<file path="src/rtl/gddn_pkg.sv">
// Shared widths, constants and small lookup functions for the date to day number block.
`timescale 1ns / 1ps
`default_nettype none
package gddn_pkg;

	// Field widths
	localparam int YEAR_W  = 14;
	localparam int MONTH_W = 4;
	localparam int DAY_W   = 5;
	localparam int HOUR_W  = 5;
	localparam int MIN_W   = 6;
	localparam int SEC_W   = 6;
	localparam int JDN_W   = 23;
	localparam int WDAY_W  = 3;

	// Internal widths
	localparam int YADJ_W  = 15;  // year + 4800, at most 21183
	localparam int MOFF_W  = 9;   // cumulative month offset, at most 367
	localparam int Q100_W  = 8;   // quotient by 100, at most 211

	// Day number formula
	localparam int YEAR_SHIFT    = 4800;
	localparam int DAYS_PER_YEAR = 365;
	localparam int JDN_OFFSET    = 32045;

	// Division by 100 as multiply by reciprocal and shift; exact below 2**15
	localparam int DIV100_MUL = 20972;
	localparam int DIV100_SH  = 21;
	localparam int CENTURY    = 100;

	// Time of day limits
	localparam int HOURS_PER_DAY = 24;
	localparam int MINS_PER_HOUR = 60;

	// Month numbers with special lengths
	localparam logic [MONTH_W-1:0] FEB = 4'd2;
	localparam logic [MONTH_W-1:0] APR = 4'd4;
	localparam logic [MONTH_W-1:0] JUN = 4'd6;
	localparam logic [MONTH_W-1:0] SEP = 4'd9;
	localparam logic [MONTH_W-1:0] NOV = 4'd11;
	localparam logic [MONTH_W-1:0] DEC = 4'd12;

	// Bounds of the day number over all field values, and of any valid date
	localparam int JDN_MIN       = 1721028;
	localparam int JDN_MAX       = 7705284;
	localparam int JDN_MIN_VALID = 1721426;

	// Pipeline advance strobes shared between the top level and the date units
	typedef struct packed {
		logic ld_s2;
		logic ld_s3;
		logic ld_s4;
	} gddn_adv_t;

	// Days before the first of the month, counted from March 1.
	// January and February (and month zero) belong to the previous year.
	function automatic logic [MOFF_W-1:0] month_offset(input logic [MONTH_W-1:0] month);
		logic [MOFF_W-1:0] r;
		unique case (month)
			4'd0:  r = 9'd275;
			4'd1:  r = 9'd306;
			4'd2:  r = 9'd337;
			4'd3:  r = 9'd0;
			4'd4:  r = 9'd31;
			4'd5:  r = 9'd61;
			4'd6:  r = 9'd92;
			4'd7:  r = 9'd122;
			4'd8:  r = 9'd153;
			4'd9:  r = 9'd184;
			4'd10: r = 9'd214;
			4'd11: r = 9'd245;
			4'd12: r = 9'd275;
			4'd13: r = 9'd306;
			4'd14: r = 9'd337;
			4'd15: r = 9'd367;
		endcase
		return r;
	endfunction

	function automatic logic [DAY_W-1:0] month_length(input logic [MONTH_W-1:0] month,
		input logic leap);
		logic [DAY_W-1:0] r;
		unique case (month)
			FEB:                r = leap ? 5'd29 : 5'd28;
			APR, JUN, SEP, NOV: r = 5'd30;
			default:            r = 5'd31;
		endcase
		return r;
	endfunction

	// Remainder by 7: since 8 mod 7 is 1, octal digits are summed and folded.
	function automatic logic [WDAY_W-1:0] mod7(input logic [JDN_W-1:0] v);
		logic [JDN_W:0] w;
		logic [5:0]     s;
		logic [3:0]     t;
		logic [3:0]     u;
		w = {1'b0, v};
		s = '0;
		for (int i = 0; i < 8; i++) begin
			s = s + 6'(w[3*i +: 3]);
		end
		t = 4'(s[5:3]) + 4'(s[2:0]);
		u = 4'(t[3]) + 4'(t[2:0]);
		if (u >= 4'd7) begin
			u = u - 4'd7;
		end
		return u[WDAY_W-1:0];
	endfunction

endpackage
`default_nettype wire

</file>
<file path="src/rtl/gddn_if.sv">
// Handshake channel interfaces for the date input and the result output.
`timescale 1ns / 1ps
`default_nettype none
interface gddn_in_if;
	import gddn_pkg::*;
	logic               valid;
	logic               ready;
	logic [YEAR_W-1:0]  year;
	logic [MONTH_W-1:0] month;
	logic [DAY_W-1:0]   day;
	logic [HOUR_W-1:0]  hour;
	logic [MIN_W-1:0]   minute;
	logic [SEC_W-1:0]   second;
	logic [YEAR_W-1:0]  other_year;
	logic [MONTH_W-1:0] other_month;
	logic [DAY_W-1:0]   other_day;

	modport source (output valid, year, month, day, hour, minute, second,
		other_year, other_month, other_day, input ready);
	modport sink (input valid, year, month, day, hour, minute, second,
		other_year, other_month, other_day, output ready);
endinterface

interface gddn_out_if;
	import gddn_pkg::*;
	logic              valid;
	logic              ready;
	logic              valid_res;
	logic              other_valid;
	logic [JDN_W-1:0]  day_number;
	logic [WDAY_W-1:0] weekday;
	logic [JDN_W-1:0]  day_difference;

	modport source (output valid, valid_res, other_valid, day_number, weekday,
		day_difference, input ready);
	modport sink (input valid, valid_res, other_valid, day_number, weekday,
		day_difference, output ready);
endinterface
`default_nettype wire

</file>
<file path="src/rtl/gddn_date.sv">
// Three-stage day number and validity datapath for one calendar date.
`timescale 1ns / 1ps
`default_nettype none
module gddn_date (
	input  wire                              clk,
	input  wire gddn_pkg::gddn_adv_t         adv,
	input  wire [gddn_pkg::YEAR_W-1:0]       year,
	input  wire [gddn_pkg::MONTH_W-1:0]      month,
	input  wire [gddn_pkg::DAY_W-1:0]        day,
	input  wire                              extra_ok,
	output logic [gddn_pkg::JDN_W-1:0]       jdn,
	output logic                             ok
);
	import gddn_pkg::*;

	// Stage 2: shifted year, month offset, quotient of the raw year by 100
	logic [YADJ_W-1:0]  yadj_s2;
	logic [MOFF_W-1:0]  moff_s2;
	logic [DAY_W-1:0]   day_s2;
	logic [YEAR_W-1:0]  year_s2;
	logic [MONTH_W-1:0] month_s2;
	logic [Q100_W-1:0]  qyr_s2;
	logic               pre_ok_s2;

	// Stage 3: partial sum and century count of the shifted year
	logic [JDN_W-1:0]   base_s3;
	logic [Q100_W-1:0]  q100_s3;
	logic               ok_s3;

	// Stage 4: finished day number
	logic [JDN_W-1:0]   jdn_s4;
	logic               ok_s4;

	logic               early;
	logic [YADJ_W-1:0]  yadj;
	logic [28:0]        qyr_prod;
	logic [29:0]        q100_prod;
	logic [Q100_W-1:0]  q100_times;
	logic [YEAR_W-1:0]  century_back;
	logic               leap;
	logic [JDN_W-1:0]   base;

	assign early    = (month <= FEB);
	assign yadj     = {1'b0, year} + YADJ_W'(YEAR_SHIFT) - YADJ_W'(early);
	assign qyr_prod = 29'(year) * 29'(DIV100_MUL);

	always_ff @(posedge clk) begin
		if (adv.ld_s2) begin
			yadj_s2   <= yadj;
			moff_s2   <= month_offset(month);
			day_s2    <= day;
			year_s2   <= year;
			month_s2  <= month;
			qyr_s2    <= qyr_prod[DIV100_SH +: Q100_W];
			pre_ok_s2 <= (year != '0) && (month != '0) && (month <= DEC) &&
				(day != '0) && extra_ok;
		end
	end

	// Leap year: divisible by 4, and either not by 100 or also by 400
	assign century_back = YEAR_W'(qyr_s2 * 14'(CENTURY));
	assign leap = (year_s2[1:0] == 2'b00) &&
		((century_back != year_s2) || (qyr_s2[1:0] == 2'b00));
	assign q100_prod = 30'(yadj_s2) * 30'(DIV100_MUL);
	assign base = JDN_W'(day_s2) + JDN_W'(moff_s2) +
		JDN_W'(yadj_s2) * JDN_W'(DAYS_PER_YEAR) + JDN_W'(yadj_s2 >> 2);

	always_ff @(posedge clk) begin
		if (adv.ld_s3) begin
			base_s3 <= base;
			q100_s3 <= q100_prod[DIV100_SH +: Q100_W];
			ok_s3   <= pre_ok_s2 && (day_s2 <= month_length(month_s2, leap));
		end
	end

	assign q100_times = q100_s3 >> 2;

	always_ff @(posedge clk) begin
		if (adv.ld_s4) begin
			jdn_s4 <= base_s3 - JDN_W'(q100_s3) + JDN_W'(q100_times) - JDN_W'(JDN_OFFSET);
			ok_s4  <= ok_s3;
		end
	end

	assign jdn = jdn_s4;
	assign ok  = ok_s4;

endmodule
`default_nettype wire

</file>
<file path="src/rtl/gregorian_date_to_day_number.sv">
// Top level: Gregorian date to Julian day number, weekday and day difference.
`timescale 1ns / 1ps
`default_nettype none
// Channel   Direction  Interface    Contents
// date_in   sink       gddn_in_if   first date with time of day, second date
// date_out  source     gddn_out_if  validity flags, day number, weekday, difference
//
// Each transaction passes five register stages: input register, three stages in the
// date units (shifted year and month offset, partial sum with the multiply by the
// reciprocal of 100, finished day number), and the result register that holds the
// weekday and the difference. One transaction is taken per cycle while date_out keeps taking results.
// Every stage advances whenever the next one is empty or moving, so bubbles close up and
// a new date is accepted while a finished result still waits on date_out.
// Reset clears only the stage valid flags; the data registers load without reset.
module gregorian_date_to_day_number (
	input  wire        clk,
	input  wire        arst_n,
	gddn_in_if.sink    date_in,
	gddn_out_if.source date_out
);
	import gddn_pkg::*;

	// Stage valid flags
	logic vld_s1;
	logic vld_s2;
	logic vld_s3;
	logic vld_s4;
	logic vld_s5;

	// A stage can take new data when it is empty or its content leaves this cycle.
	logic rdy_s1;
	logic rdy_s2;
	logic rdy_s3;
	logic rdy_s4;
	logic rdy_s5;
	logic ld_s1;
	logic ld_s5;
	gddn_adv_t adv;

	assign rdy_s5 = !vld_s5 || date_out.ready;
	assign rdy_s4 = !vld_s4 || rdy_s5;
	assign rdy_s3 = !vld_s3 || rdy_s4;
	assign rdy_s2 = !vld_s2 || rdy_s3;
	assign rdy_s1 = !vld_s1 || rdy_s2;

	assign date_in.ready = rdy_s1;
	assign ld_s1     = date_in.valid && rdy_s1;
	assign adv.ld_s2 = vld_s1 && rdy_s2;
	assign adv.ld_s3 = vld_s2 && rdy_s3;
	assign adv.ld_s4 = vld_s3 && rdy_s4;
	assign ld_s5     = vld_s4 && rdy_s5;

	always_ff @(posedge clk or negedge arst_n) begin
		if (!arst_n) begin
			vld_s1 <= 1'b0;
			vld_s2 <= 1'b0;
			vld_s3 <= 1'b0;
			vld_s4 <= 1'b0;
			vld_s5 <= 1'b0;
		end else begin
			vld_s1 <= ld_s1     || (vld_s1 && !rdy_s2);
			vld_s2 <= adv.ld_s2 || (vld_s2 && !rdy_s3);
			vld_s3 <= adv.ld_s3 || (vld_s3 && !rdy_s4);
			vld_s4 <= adv.ld_s4 || (vld_s4 && !rdy_s5);
			vld_s5 <= ld_s5     || (vld_s5 && !date_out.ready);
		end
	end

	// Input register
	logic [YEAR_W-1:0]  year_s1;
	logic [MONTH_W-1:0] month_s1;
	logic [DAY_W-1:0]   day_s1;
	logic [HOUR_W-1:0]  hour_s1;
	logic [MIN_W-1:0]   minute_s1;
	logic [SEC_W-1:0]   second_s1;
	logic [YEAR_W-1:0]  oyear_s1;
	logic [MONTH_W-1:0] omonth_s1;
	logic [DAY_W-1:0]   oday_s1;

	always_ff @(posedge clk) begin
		if (ld_s1) begin
			year_s1   <= date_in.year;
			month_s1  <= date_in.month;
			day_s1    <= date_in.day;
			hour_s1   <= date_in.hour;
			minute_s1 <= date_in.minute;
			second_s1 <= date_in.second;
			oyear_s1  <= date_in.other_year;
			omonth_s1 <= date_in.other_month;
			oday_s1   <= date_in.other_day;
		end
	end

	// The time of day only gates the validity flag of the first date.
	logic time_ok;
	assign time_ok = (hour_s1 < HOUR_W'(HOURS_PER_DAY)) &&
		(minute_s1 < MIN_W'(MINS_PER_HOUR)) && (second_s1 < SEC_W'(MINS_PER_HOUR));

	logic [JDN_W-1:0] jdn_a;
	logic [JDN_W-1:0] jdn_b;
	logic             ok_a;
	logic             ok_b;

	gddn_date u_date_a (
		.clk      (clk),
		.adv      (adv),
		.year     (year_s1),
		.month    (month_s1),
		.day      (day_s1),
		.extra_ok (time_ok),
		.jdn      (jdn_a),
		.ok       (ok_a)
	);

	gddn_date u_date_b (
		.clk      (clk),
		.adv      (adv),
		.year     (oyear_s1),
		.month    (omonth_s1),
		.day      (oday_s1),
		.extra_ok (1'b1),
		.jdn      (jdn_b),
		.ok       (ok_b)
	);

	// Result register: weekday by octal digit folding, absolute difference
	logic              valid_res_s5;
	logic              other_valid_s5;
	logic [JDN_W-1:0]  jdn_s5;
	logic [WDAY_W-1:0] wday_s5;
	logic [JDN_W-1:0]  diff_s5;

	always_ff @(posedge clk) begin
		if (ld_s5) begin
			valid_res_s5   <= ok_a;
			other_valid_s5 <= ok_b;
			jdn_s5         <= jdn_a;
			wday_s5        <= mod7(jdn_a);
			diff_s5        <= (jdn_a > jdn_b) ? (jdn_a - jdn_b) : (jdn_b - jdn_a);
		end
	end

	assign date_out.valid          = vld_s5;
	assign date_out.valid_res      = valid_res_s5;
	assign date_out.other_valid    = other_valid_s5;
	assign date_out.day_number     = jdn_s5;
	assign date_out.weekday        = wday_s5;
	assign date_out.day_difference = diff_s5;

	// A valid first date can never precede January 1 of year 1.
	a_valid_jdn_floor: assert property (@(posedge clk) disable iff (!arst_n)
		(date_out.valid && date_out.valid_res) |->
			(date_out.day_number >= JDN_W'(JDN_MIN_VALID)))
		else $error("valid date gave a day number below year 1");

	// Any field values keep the day number inside the reachable span.
	a_jdn_span: assert property (@(posedge clk) disable iff (!arst_n)
		date_out.valid |-> ((date_out.day_number >= JDN_W'(JDN_MIN)) &&
			(date_out.day_number <= JDN_W'(JDN_MAX))))
		else $error("day number outside reachable span");

	a_weekday_range: assert property (@(posedge clk) disable iff (!arst_n)
		date_out.valid |-> (date_out.weekday != 3'd7))
		else $error("weekday fold left an unreduced remainder");

	a_diff_span: assert property (@(posedge clk) disable iff (!arst_n)
		date_out.valid |-> (date_out.day_difference <= JDN_W'(JDN_MAX - JDN_MIN)))
		else $error("day difference larger than the reachable span");

endmodule
`default_nettype wire

</file>
<file path="src/flat_wrapper.sv">
// flat-port wrapper written by rule: the top's interface ports become plain ports
module gregorian_date_to_day_number_flat import gddn_pkg::*;
  (clk, arst_n, date_in_valid, date_in_year, date_in_month, date_in_day, date_in_hour, date_in_minute, date_in_second, date_in_other_year, date_in_other_month, date_in_other_day, date_in_ready, date_out_valid, date_out_valid_res, date_out_other_valid, date_out_day_number, date_out_weekday, date_out_day_difference, date_out_ready);
  gddn_in_if date_in_i ();
  gddn_out_if date_out_i ();
  input  wire clk;
  input  wire arst_n;
  input wire logic [$bits(date_in_i.valid)-1:0] date_in_valid;
  input wire logic [$bits(date_in_i.year)-1:0] date_in_year;
  input wire logic [$bits(date_in_i.month)-1:0] date_in_month;
  input wire logic [$bits(date_in_i.day)-1:0] date_in_day;
  input wire logic [$bits(date_in_i.hour)-1:0] date_in_hour;
  input wire logic [$bits(date_in_i.minute)-1:0] date_in_minute;
  input wire logic [$bits(date_in_i.second)-1:0] date_in_second;
  input wire logic [$bits(date_in_i.other_year)-1:0] date_in_other_year;
  input wire logic [$bits(date_in_i.other_month)-1:0] date_in_other_month;
  input wire logic [$bits(date_in_i.other_day)-1:0] date_in_other_day;
  output wire logic [$bits(date_in_i.ready)-1:0] date_in_ready;
  output wire logic [$bits(date_out_i.valid)-1:0] date_out_valid;
  output wire logic [$bits(date_out_i.valid_res)-1:0] date_out_valid_res;
  output wire logic [$bits(date_out_i.other_valid)-1:0] date_out_other_valid;
  output wire logic [$bits(date_out_i.day_number)-1:0] date_out_day_number;
  output wire logic [$bits(date_out_i.weekday)-1:0] date_out_weekday;
  output wire logic [$bits(date_out_i.day_difference)-1:0] date_out_day_difference;
  input wire logic [$bits(date_out_i.ready)-1:0] date_out_ready;
  assign date_in_i.valid = date_in_valid;
  assign date_in_i.year = date_in_year;
  assign date_in_i.month = date_in_month;
  assign date_in_i.day = date_in_day;
  assign date_in_i.hour = date_in_hour;
  assign date_in_i.minute = date_in_minute;
  assign date_in_i.second = date_in_second;
  assign date_in_i.other_year = date_in_other_year;
  assign date_in_i.other_month = date_in_other_month;
  assign date_in_i.other_day = date_in_other_day;
  assign date_in_ready = date_in_i.ready;
  assign date_out_valid = date_out_i.valid;
  assign date_out_valid_res = date_out_i.valid_res;
  assign date_out_other_valid = date_out_i.other_valid;
  assign date_out_day_number = date_out_i.day_number;
  assign date_out_weekday = date_out_i.weekday;
  assign date_out_day_difference = date_out_i.day_difference;
  assign date_out_i.ready = date_out_ready;
  gregorian_date_to_day_number u_core (.clk(clk), .arst_n(arst_n), .date_in(date_in_i), .date_out(date_out_i));
endmodule
</file>
<file path="config.mk">
export PLATFORM = sky130hd
export DESIGN_NAME = gregorian_date_to_day_number_flat
export DESIGN_NICKNAME = d
export VERILOG_FILES = /design/src/rtl/gddn_pkg.sv /design/src/rtl/gddn_if.sv /design/src/rtl/gddn_date.sv /design/src/rtl/gregorian_date_to_day_number.sv /design/src/flat_wrapper.sv
export SDC_FILE = /design/constraint.sdc
export NUM_CORES = 2
export LEC_CHECK = 0
export BUFFER_PORTS_ARGS = -buffer_cell sky130_fd_sc_hd__buf_2
export CAP_MARGIN = 30
export CELL_PAD_IN_SITES_DETAIL_PLACEMENT = 1
export CELL_PAD_IN_SITES_GLOBAL_PLACEMENT = 2
export CORE_MARGIN = 3
export CORE_UTILIZATION = 40
export DETAILED_ROUTE_END_ITERATION = 8
export HOLD_SLACK_MARGIN = 0.08
export PLACE_DENSITY_LB_ADDON = 0.1
export SYNTH_ARGS = -nofsm -noshare
export SYNTH_HDL_FRONTEND = slang
export SYNTH_SLANG_ARGS = --single-unit
</file>
<file path="constraint.sdc">
create_clock -name clk -period 5.7 [get_ports clk]
set_clock_uncertainty 0.05 [all_clocks]
set_input_delay 0.285 -clock clk [delete_from_list [all_inputs] [get_ports clk]]
set_output_delay 0.285 -clock clk [all_outputs]
set_load 0.01 [all_outputs]
</file>
==> impl_metrics.py <==
metrics = {
    "outcome": {
        "status": "finished clean",
    },
    "synth": {
        "synth_top_flop_cell": "edfxtp_1",
        "synth_edf_count": 331,
        "yosysSeqAreaShare": 0.261,
        "ys_warn_count": 0,
        "synth_area_leaders": "edfxtp_1 26%, ha_1 24%, fa_1 23%",
        "ys_types": 77,
        "syn_area_sq_um": 38600,
        "netlist_instances": 3475,
        "netlist.area_leader.share": 0.257,
        "syn_avg_cell_area_sq_um": 11.1,
        "ys_ff_latch": 336,
        "synth-async-reset-ratio": 0.0149,
        "yosys.area.top_type": "edfxtp_1",
        "synth_nets": 4737,
    },
    "worst_setup_path": {
        "startpoint_type": "flop",
        "crit_arrival_ps": 5920,
        "worstSetupPathType": "reg2reg",
        "critPathMaxFanout": 4,
        "critPathCaptureType": "flop",
        "cp.required_ps": 5990,
    },
    "drt": {
        "route.detailed.drc": 0,
        "viasPerCell": 4.89,
        "highest_layer": "met4",
        "vias": 24965,
        "wl_met1_mm": 44.1,
        "wl_met3_mm": 2.46,
        "ant_nets": 0,
        "wl_met2_mm": 48.0,
        "drtIter0Drc": 770,
        "drt_pass1_iterations": 4,
        "avgRoutedWirePerCell_um": 18.9,
        "wirelength_mm": 96.4,
    },
    "timing": {
        "slew_headroom": 0.483,
        "max_clock_freq_mhz": 178,
        "final-setup-viol-count": 0,
        "maxSlewViolCount": 0,
        "period_minus_slack_ps": 5630,
        "rsz0062_at_grt": "yes",
        "hold_violations": 0,
        "tightest_slew_ps": 776,
        "period_share": 0.988,
        "hold_slack_ps": 165,
    },
    "floorplanning": {
        "row_count": 113,
        "coreArea_sq_um": 95300,
        "io-pin-count": 120,
        "start_util": 0.405,
        "die_height_um": 317,
        "die_w_um": 317,
        "die_area_sq_um": 100000,
    },
    "cells_and_area": {
        "layout.nets": 5063,
        "drive_gt1_frac": 0.0998,
        "area_delta_synth_final_pct": 13.7,
        "final_cells": 5103,
        "most-common-layout-cells": "849 x inv_1, 743 x ha_1, 437 x fa_1",
        "diodes": 0,
        "final_common_cell": "inv_1",
        "final_design_area_no_fill_sq_um": 43900,
    },
    "cts": {
        "clockBufferDepth": 3,
        "insertion_delay_ps": 590,
        "clkSinkCount": 336,
        "h-tree-depth": 2,
        "numCtsBuffers": 45,
        "clkTransAtPathRegs_ps": 60,
        "cts_tree": "built",
        "clock-root-buffer": "clkbuf_16",
    },
    "global_route": {
        "grt_pass1_vias": 28851,
        "grt_first_pass_wirelength_mm": 157,
        "grt_max_degree": 58,
        "track_usage": 0.200,
        "antenna_found_initial": 2,
        "overflow": 0,
    },
    "placed_design": {
        "dp.cells": 4940,
        "placed_cell_area_sq_um": 41500,
        "port-buffer-count": 112,
        "place.gp.congestion": 0.886,
        "hpwl_mm": 83.1,
    },
    "worst_hold_path": {
        "holdCritPathClass": "in2reg",
    },
    "run": {
        "cap_viol_max_count": 0,
    },
}
state kept, by name, summed over array words and instances, names as in the netlist, 9 cells and up:
register and count:
u_core.year_s1 14, u_core.u_date_b.base_s3 23, u_core.date_out.day_difference 23, u_core.u_date_b.yadj_s2 15
u_core.oyear_s1 14, u_core.u_date_a.year_s2 14, u_core.u_date_a.moff_s2 9, u_core.date_out.day_number 23
u_core.u_date_b.moff_s2 9, u_core.u_date_a.base_s3 23, u_core.u_date_a.yadj_s2 15, u_core.u_date_b.year_s2 14
u_core.u_date_b.jdn 23, u_core.u_date_a.jdn 23
per-layer routing:
layer  vias to the layer above  track usage
met5                         -            0
met4                         0       0.0379
met3                       101       0.0197
met2                       259        0.358
met1                     12507        0.264
li1                      12098            -
path summary, 6_finish.rpt:
check / from / end / slack (ps) / depth (start not counted)
max: u_core.u_date_a.jdn[0]$_DFFE_PP_ / u_core.date_out.weekday[1]$_DFFE_PP_ / 70 / 21
min in group asynchronous: arst_n / u_core.vld_s1$_DFF_PN0_ / 690 / 3
max in group asynchronous: arst_n / u_core.date_out.valid$_DFF_PN0_ / 4620 / 3
min: date_out_ready / u_core.vld_s4$_DFF_PN0_ / 160 / 4
max reg2reg: u_core.u_date_a.jdn[0]$_DFFE_PP_ / u_core.date_out.weekday[1]$_DFFE_PP_ / 70 / 21
min reg2reg: u_core.u_date_a.ok_s3$_DFFE_PP_ / u_core.u_date_a.ok$_DFFE_PP_ / 370 / 0
worst max-delay path: stages (launching register included):
cell	delay, ps
edfxtp_1	390
ha_2	220
fa_2	350
xor2_2	190
fa_1	500
inv_2	40
fa_1	450
fa_1	530
inv_1	60
ha_1	300
a21o_1	170
a21oi_2	170
xnor2_2	140
ha_1	260
a21o_1	170
a21o_1	180
ha_4	180
ha_4	290
ha_4	160
a21oi_1	80
a21oi_2	180
mux2_4	320
synth_stat cells, types with 15 or more instances:
library cell / n
xor2_1: 59
fa_1: 440
xnor2_1: 140
nor2b_1: 37
a21oi_1: 141
inv_1: 852
o21bai_1: 28
nor2_1: 94
ha_1: 755
a211oi_1: 18
o21ai_0: 76
o21a_1: 26
nor3_1: 30
nand2_1: 81
nand2b_1: 21
nand3_1: 31
edfxtp_1: 331
a21o_1: 86
and3_1: 15
nand4_1: 30
logic make-up after synthesis:
logic type | after synthesis | share of synthesized area
adder cells (fa/ha/maj) | 1195 | 0.473
AND/OR/NAND/NOR | 384 | 0.0498
multiplexers | 19 | 0.00580
flip-flops | 336 | 0.261
AO/OA/AOI/OAI | 466 | 0.0790
XOR/XNOR | 199 | 0.0451
buffers and inverters | 876 | 0.0868
stage by stage:
step / TNS [ps] / utilization / setup WS [ps]
2_1_floorplan: 0 / - / 1.95
3_3_place_gp: -208 / 0.435 / -116
3_5_place_dp: -585 / 0.435 / -261
4_1_cts: 0 / 0.458 / 10.2
5_1_grt: -330 / 0.461 / -146
6_report: 0 / 0.461 / 66.7
timing repair:
| action | 4_1_cts | 5_1_grt |
|---|---|---|
| endpoints found under the setup margin | 4 | 17 |
| gates resized for setup | 12 | 29 |
| setup buffers | 6 | 14 |
| cloned | 0 | 0 |
| pin swaps | 16 | 17 |
| hold endpoints to repair | 62 | 0 |
| hold buffers | 59 | 0 |
final cells by class:
cell class / instances / area, sq um
fillers: 10391 / 51400
multi-input cells: 2263 / 25400
flip-flops and latches: 336 / 10100
inverters: 852 / 3200
repair buffers: 303 / 2140
well taps: 1265 / 1580
clock buffers: 51 / 1190
clock inverters: 33 / 304
Power is left out: the tool's default activity adds up to more than one toggle a clock period on the data nets, which glitch-free logic cannot reach.
